[config.mk]
export PLATFORM = sky130hd
export DESIGN_NAME = fixed_frame_checksum_receiver
export DESIGN_NICKNAME = d
export VERILOG_FILES = /design/src/design/ffcr_pkg.sv /design/src/design/fixed_frame_checksum_receiver.sv /design/src/design/ffcr_parser.sv
export SDC_FILE = /design/constraint.sdc
export NUM_CORES = 1
export LEC_CHECK = 0
export ABC_CLOCK_PERIOD_IN_PS = 6900
export BUFFER_PORTS_ARGS = -buffer_cell sky130_fd_sc_hd__buf_2
export CORE_MARGIN = 1.5
export CORE_UTILIZATION = 59
export CTS_BUF_LIST = sky130_fd_sc_hd__clkbuf_16
export CTS_CLUSTER_DIAMETER = 30
export DETAILED_ROUTE_END_ITERATION = 12
export GPL_TIMING_DRIVEN = 0
export MAX_ROUTING_LAYER = met4
export PLACE_DENSITY = 0.79
export SYNTH_ARGS = -nofsm -noshare
export SYNTH_HDL_FRONTEND = slang
export SYNTH_SLANG_ARGS = --single-unit
[constraint.sdc]
create_clock -name clk -period 6.9 [get_ports clk]
set_clock_uncertainty 0.1 [all_clocks]
set_input_delay 1.035 -clock clk [delete_from_list [all_inputs] [get_ports clk]]
set_output_delay 1.035 -clock clk [all_outputs]
set_load 0.05 [all_outputs]
[src/design/ffcr_pkg.sv]
package ffcr_pkg;

    localparam logic [7:0] BYTE_SYNC   = 8'h55;
    localparam logic [7:0] BYTE_HDR2   = 8'hFF;
    localparam logic [7:0] BYTE_TRL1   = 8'hFF;
    localparam logic [7:0] BYTE_TRL2   = 8'hFE;

    localparam logic [7:0] CMD_PAIR    = 8'h01;
    localparam logic [7:0] CMD_LIGHT   = 8'h02;
    localparam logic [7:0] CMD_STATION = 8'h03;

    typedef struct packed {
        logic [7:0] command;
        logic [7:0] pairing_value;
        logic [7:0] light_command;
        logic [7:0] station_id;
        logic [7:0] contact_state;
    } result_t;

endpackage

[src/design/fixed_frame_checksum_receiver.sv]
// Channel   Dir  Handshake               Word
// --------  ---  ----------------------  ---------------------------------------------
// input     in   in_valid / in_ready     rx_byte
// result    out  out_valid / out_ready   command, pairing_value, light_command,
//                                        station_id, contact_state
//
// One word accepted per cycle, sustained unless a stalled result holds a byte
// that finishes a frame. A byte is held in the input register, then the parser
// updates frame state; a frame's last byte loads the result register, so a
// result passes the input register and then the result register.
// Reset (rst_n low, async) clears position, held values and both valid flags.
// A stalled result blocks only bytes that would finish another frame; other
// bytes keep flowing past it.
module fixed_frame_checksum_receiver #(
    parameter int FRAME_LEN = 10
) (
    input  logic       clk,
    input  logic       rst_n,
    input  logic       in_valid,
    output logic       in_ready,
    input  logic [7:0] rx_byte,
    output logic       out_valid,
    input  logic       out_ready,
    output logic [7:0] command,
    output logic [7:0] pairing_value,
    output logic [7:0] light_command,
    output logic [7:0] station_id,
    output logic [7:0] contact_state
);
    import ffcr_pkg::*;

    logic       s1_valid_reg, s1_valid_next;
    logic [7:0] s1_byte_reg;
    logic       out_valid_reg, out_valid_next;
    result_t    out_reg;
    result_t    parse_result;
    logic       parse_done;
    logic       out_free;
    logic       step;
    logic       in_take;

    // parser: position tracking, running checksum, held fields
    ffcr_parser #(
        .FRAME_LEN (FRAME_LEN)
    ) u_parser (
        .clk     (clk),
        .rst_n   (rst_n),
        .rx_byte (s1_byte_reg),
        .step    (step),
        .done    (parse_done),
        .result  (parse_result)
    );

    // a byte retires unless it completes a frame and the result slot is full and not being read
    assign out_free = !out_valid_reg || out_ready;
    assign step     = s1_valid_reg && (!parse_done || out_free);
    assign in_ready = !s1_valid_reg || step;
    assign in_take  = in_valid && in_ready;

    always_comb
    begin
        if (in_take)
        begin
            s1_valid_next = 1'b1;
        end
        else if (step)
        begin
            s1_valid_next = 1'b0;
        end
        else
        begin
            s1_valid_next = s1_valid_reg;
        end

        if (step && parse_done)
        begin
            out_valid_next = 1'b1;
        end
        else if (out_ready)
        begin
            out_valid_next = 1'b0;
        end
        else
        begin
            out_valid_next = out_valid_reg;
        end
    end

    always_ff @(posedge clk or negedge rst_n)
    begin
        if (!rst_n)
        begin
            s1_valid_reg  <= 1'b0;
            out_valid_reg <= 1'b0;
        end
        else
        begin
            s1_valid_reg  <= s1_valid_next;
            out_valid_reg <= out_valid_next;
        end
    end

    always_ff @(posedge clk)
    begin
        if (in_take)
        begin
            s1_byte_reg <= rx_byte;
        end
        if (step && parse_done)
        begin
            out_reg <= parse_result;
        end
    end

    assign out_valid     = out_valid_reg;
    assign command       = out_reg.command;
    assign pairing_value = out_reg.pairing_value;
    assign light_command = out_reg.light_command;
    assign station_id    = out_reg.station_id;
    assign contact_state = out_reg.contact_state;

endmodule

[src/design/ffcr_parser.sv]
module ffcr_parser #(
    parameter int FRAME_LEN = 10
) (
    input  logic             clk,
    input  logic             rst_n,
    input  logic [7:0]       rx_byte,
    input  logic             step,
    output logic             done,
    output ffcr_pkg::result_t result
);
    import ffcr_pkg::*;

    localparam int POS_W = $clog2(FRAME_LEN);

    localparam logic [POS_W-1:0] POS_HDR1 = POS_W'(0);
    localparam logic [POS_W-1:0] POS_HDR2 = POS_W'(1);
    localparam logic [POS_W-1:0] POS_CMD  = POS_W'(2);
    localparam logic [POS_W-1:0] POS_B3   = POS_W'(3);
    localparam logic [POS_W-1:0] POS_B4   = POS_W'(4);
    localparam logic [POS_W-1:0] POS_PEND = POS_W'(FRAME_LEN - 4);
    localparam logic [POS_W-1:0] POS_CSUM = POS_W'(FRAME_LEN - 3);
    localparam logic [POS_W-1:0] POS_TRL1 = POS_W'(FRAME_LEN - 2);
    localparam logic [POS_W-1:0] POS_TRL2 = POS_W'(FRAME_LEN - 1);
    localparam logic [POS_W:0]   POS_LIM  = (POS_W+1)'(FRAME_LEN);

    logic [POS_W-1:0] pos_reg, pos_next;
    logic [7:0]       sum_reg, sum_next;
    logic [7:0]       cmd_reg, cmd_next;
    logic [7:0]       b3_reg, b3_next;
    logic [7:0]       b4_reg, b4_next;
    logic [7:0]       pairing_reg, pairing_next;
    logic [7:0]       light_reg, light_next;
    logic [7:0]       station_reg, station_next;
    logic [7:0]       contact_reg, contact_next;
    logic             bad;

    always_comb
    begin
        bad = ((pos_reg == POS_HDR1) && (rx_byte != BYTE_SYNC))
           || ((pos_reg == POS_HDR2) && (rx_byte != BYTE_HDR2))
           || ((pos_reg == POS_TRL1) && (rx_byte != BYTE_TRL1))
           || ((pos_reg == POS_TRL2) && (rx_byte != BYTE_TRL2))
           || ((pos_reg == POS_CSUM) && (rx_byte != sum_reg))
           || ({1'b0, pos_reg} >= POS_LIM);
        done = !bad && (pos_reg == POS_TRL2);

        // bytes in-frame: command and payload captured as they pass
        cmd_next = (!bad && pos_reg == POS_CMD) ? rx_byte : cmd_reg;
        b3_next  = (!bad && pos_reg == POS_B3)  ? rx_byte : b3_reg;
        b4_next  = (!bad && pos_reg == POS_B4)  ? rx_byte : b4_reg;

        // running sum of command and payload bytes
        if (pos_reg == POS_CMD)
        begin
            sum_next = rx_byte;
        end
        else if (pos_reg > POS_CMD && pos_reg <= POS_PEND)
        begin
            sum_next = sum_reg + rx_byte;
        end
        else
        begin
            sum_next = sum_reg;
        end

        if (bad)
        begin
            pos_next = (rx_byte == BYTE_SYNC) ? POS_HDR2 : POS_HDR1;
        end
        else if (done)
        begin
            pos_next = POS_HDR1;
        end
        else
        begin
            pos_next = pos_reg + POS_W'(1);
        end

        pairing_next = pairing_reg;
        light_next   = light_reg;
        station_next = station_reg;
        contact_next = contact_reg;
        if (done)
        begin
            case (cmd_reg)
                CMD_PAIR:
                begin
                    pairing_next = b4_reg;
                end
                CMD_LIGHT:
                begin
                    light_next = b4_reg;
                end
                CMD_STATION:
                begin
                    station_next = b3_reg;
                    contact_next = b4_reg;
                end
                default:
                begin
                    pairing_next = pairing_reg;
                end
            endcase
        end

        result.command       = cmd_reg;
        result.pairing_value = pairing_next;
        result.light_command = light_next;
        result.station_id    = station_next;
        result.contact_state = contact_next;
    end

    always_ff @(posedge clk or negedge rst_n)
    begin
        if (!rst_n)
        begin
            pos_reg     <= POS_HDR1;
            pairing_reg <= 8'h00;
            light_reg   <= 8'h00;
            station_reg <= 8'h00;
            contact_reg <= 8'h00;
        end
        else if (step)
        begin
            pos_reg     <= pos_next;
            pairing_reg <= pairing_next;
            light_reg   <= light_next;
            station_reg <= station_next;
            contact_reg <= contact_next;
        end
    end

    always_ff @(posedge clk)
    begin
        if (step)
        begin
            sum_reg <= sum_next;
            cmd_reg <= cmd_next;
            b3_reg  <= b3_next;
            b4_reg  <= b4_next;
        end
    end

    a_pos_in_range: assert property (@(posedge clk) disable iff (!rst_n)
        {1'b0, pos_reg} < POS_LIM)
        else $error("frame position out of range");

    a_done_restarts: assert property (@(posedge clk) disable iff (!rst_n)
        step && done |=> pos_reg == POS_HDR1)
        else $error("position not cleared after complete frame");

    a_sync_hunt: assert property (@(posedge clk) disable iff (!rst_n)
        step && pos_reg == POS_HDR1 && rx_byte != BYTE_SYNC |=> pos_reg == POS_HDR1)
        else $error("left hunt state without sync byte");

endmodule
==> results.md <==
- Count leader, synth: edfxtp_1
- Cts bufs inserted: 17
- Post-synth top area share: 0.458
- Largest net degree at the start of global routing: 39
- Crit share post-route: 0.651
- Synthesized cell area: 0.00525 sq mm
- Post-route antenna net violation count: 0
- Final routed DRC violation total: 0
- Initial Utilization: 0.605
- Area delta synth->final: 20.8%
- Cell taking the most area after synthesis: edfxtp_1
- Number of flops mapped to enable cells by yosys: 80
- Final number of hold-violating endpoints: 0
- Slew Viols, Final: 0
- First-pass GRT wire length: 16,800 um
- Non-filler cells, final: 533
- Compound-gate portion of the synthesized area: 0.0532
- Power per standard cell area: 288 mW/mm^2
- Ys async rst share: 0.322
- Syn avg cell area: 15.5 sq um
- Overflow after GRT: 0
- Final instance area: 0.00634 sq mm
- Minimum clock period after layout: 4.49 ns
- Synth Instances: 338
- Clock tree buffer depth: 2
- Final Net Count: 437
- Die X: 97.3 um
- Synth Area in Adders: 0.0300
- FMAX: 223 MHz
- Port Buffers: 53
- Hold WC Path Type: reg -> reg
- WP data arrival: 3.36 ns
- Rel. slew slack: 0.157
- Hpwl dp: 6550 um
- H-tree Lvls: 4
- Yosys synthesis warning count: 0
- CP Data Required Time: 5.76 ns
- Vias in the first global route: 3,310
- #FFs+latches synth: 118
- Gr usage total: 0.241
- Initial antenna violation count: 0
- CTS Hold Buffers Added: 0
- Max cap viols: 0
- Syn_nets: 362
- Vias/cell: 5.95
- Post-synth top cells: edfxtp_1 (80), mux2_2 (45), dfrtp_1 (38), mux2_4 (20), nor2_1 (15)
- # setup viols final: 0
- Outcome: finished, final reports clean
- Placed Instances: 502
- Critical Path Source Type: flip-flop
- P_leak: 0.00251 uW
- Crit path kind: reg -> out
- DIE AREA: 0.00947 sq mm
- Mux share of post-synthesis cell area: 0.158
- Largest family of logic cells by synthesized area: multiplexers
- Synth Flop Type: edfxtp_1
- Drt initial violations: 196
- # diodes: 0
- Xor-xnor portion of the synthesized cell area: 0.00501
- Post-CTS Resized: 0
- Vert. Die Dim: 97.3 um
- Worst-Margin Slew: 1.26 ns
- Post-Synth Simple-Gate Area: 0.0901
- Routed wire length: 10,300 um
- First drt pass iteration count: 5
- Clock slew at reported path FFs: 0.05 ns
- Rows: 34
- Via count: 3,171
- CTS tree: built
- Peak VDD IR: 0.000178 V
- Core ar.: 0.00868 sq mm
- Routability cong.: 0.912
- CTS root buf: clkbuf_16
- Library cells used by synthesis: 52
- IO Pins: 54
- Clock Sink Count: 118
- TNS Setup: 0 ns
- Unrepaired setup endpoints after global routing: false
- Synth top area cells: edfxtp_1 (46%), dfrtp_1 (18%), mux2_2 (9.7%), mux2_4 (5.7%), ha_1 (2.6%)
- Crit path max fanout: 9
- Final Core Density: 0.730
- Clk Latency, worst-skew pair: 0.40 ns
- Area after DPL: 0.00569 sq mm
- CP Capture Type: primary output
- Fraction of layout cells with a size suffix above 1: 0.393
- WL/cell: 19.4 um
- Seq/Total Area, Yosys: 0.639
- Post-CTS Setup Bufs: 0
[worst paths after layout]
check	start	endpoint	slack (ns)	depth (start not counted)
worst min register to register	u_parser.cmd_reg[4]	command[4]	0.37	0
worst max register to register	u_parser.pos_reg[1]	command[3]	2.71	11
worst min-delay path	u_parser.cmd_reg[4]	command[4]	0.37	0
min in group asynchronous	rst_n	u_parser.light_reg[6]	0.66	1
worst max-delay path	u_parser.pos_reg[1]	in_ready	2.41	10
max in group asynchronous	rst_n	u_parser.station_reg[6]	5.48	1
[power by group]
part	total [uW]	internal (uW)	switching (uW)
Combinational	89.0	31.6	57.4
Sequential	773	761	12.0
Clock	960	643	318
Total	1820	1440	387
[worst max-delay path, stage by stage (launching register included)]
cell and delay (ns):
dfrtp_1 0.39, clkbuf_1 0.27, inv_1 0.11, ha_1 0.24
and3b_1 0.21, clkbuf_1 0.20, and2_1 0.22, o32ai_2 0.69
and2_1 0.32, nand3_1 0.09, buf_2 0.22
[area by class of cell]
class | count | area, sq um
plain buffers | 12 | 83.8
clock buffers | 17 | 425
clock inverters | 14 | 225
fillers | 545 | 2340
inverters | 13 | 48.8
multi-input cells | 195 | 1770
flip-flops and latches | 118 | 3350
well taps | 108 | 135
repair buffers | 56 | 299
[cell families (layout without fill, tap and decap cells)]
group,count (synthesis),in the layout
XOR/XNOR,3,3
AND/OR/NAND/NOR,77,77
AO/OA/AOI/OAI,36,36
flip-flops,118,118
adder cells (fa/ha/maj),12,12
buffers and inverters,25,112
multiplexers,67,67
[layer usage]
metal	vias to the layer above	wire (um)	global-route usage
li1	1458	-	-
met1	1568	4330	0.300
met2	131	5310	0.386
met3	14	568	0.0597
met4	0	131	0.0923
met5	-	0	-
[cells in the final DEF, fill, tap and decap left out, drive strengths merged, types with 3 or more instances in the layout]
| cell | synthesis | routed |
|---|---|---|
| clkbuf | 7 | 24 |
| bufinv | 0 | 5 |
| mux2 | 65 | 65 |
| a211oi | 3 | 3 |
| a21oi | 4 | 4 |
| nand3 | 10 | 10 |
| ha | 11 | 11 |
| edfxtp | 80 | 80 |
| nand4 | 8 | 8 |
| nand2 | 10 | 10 |
| clkinvlp | 0 | 3 |
| buf | 5 | 61 |
| inv | 13 | 15 |
| nor2 | 15 | 15 |
| nor3 | 14 | 14 |
| dfrtp | 38 | 38 |
| o21ai | 6 | 6 |
| clkinv | 0 | 4 |
| a31oi | 6 | 6 |
[metrics by stage]
stage	setup slack (ns)	total power (uW)	hold slack, ns
after floorplan	1.35	846	0.324
after global placement	0.000637	869	0.335
after detailed placement	2.79	874	0.337
after CTS	2.44	1830	0.368
after global routing	2.16	1880	0.376
final	2.41	1820	0.375
(Power assumes the default switching activity.)
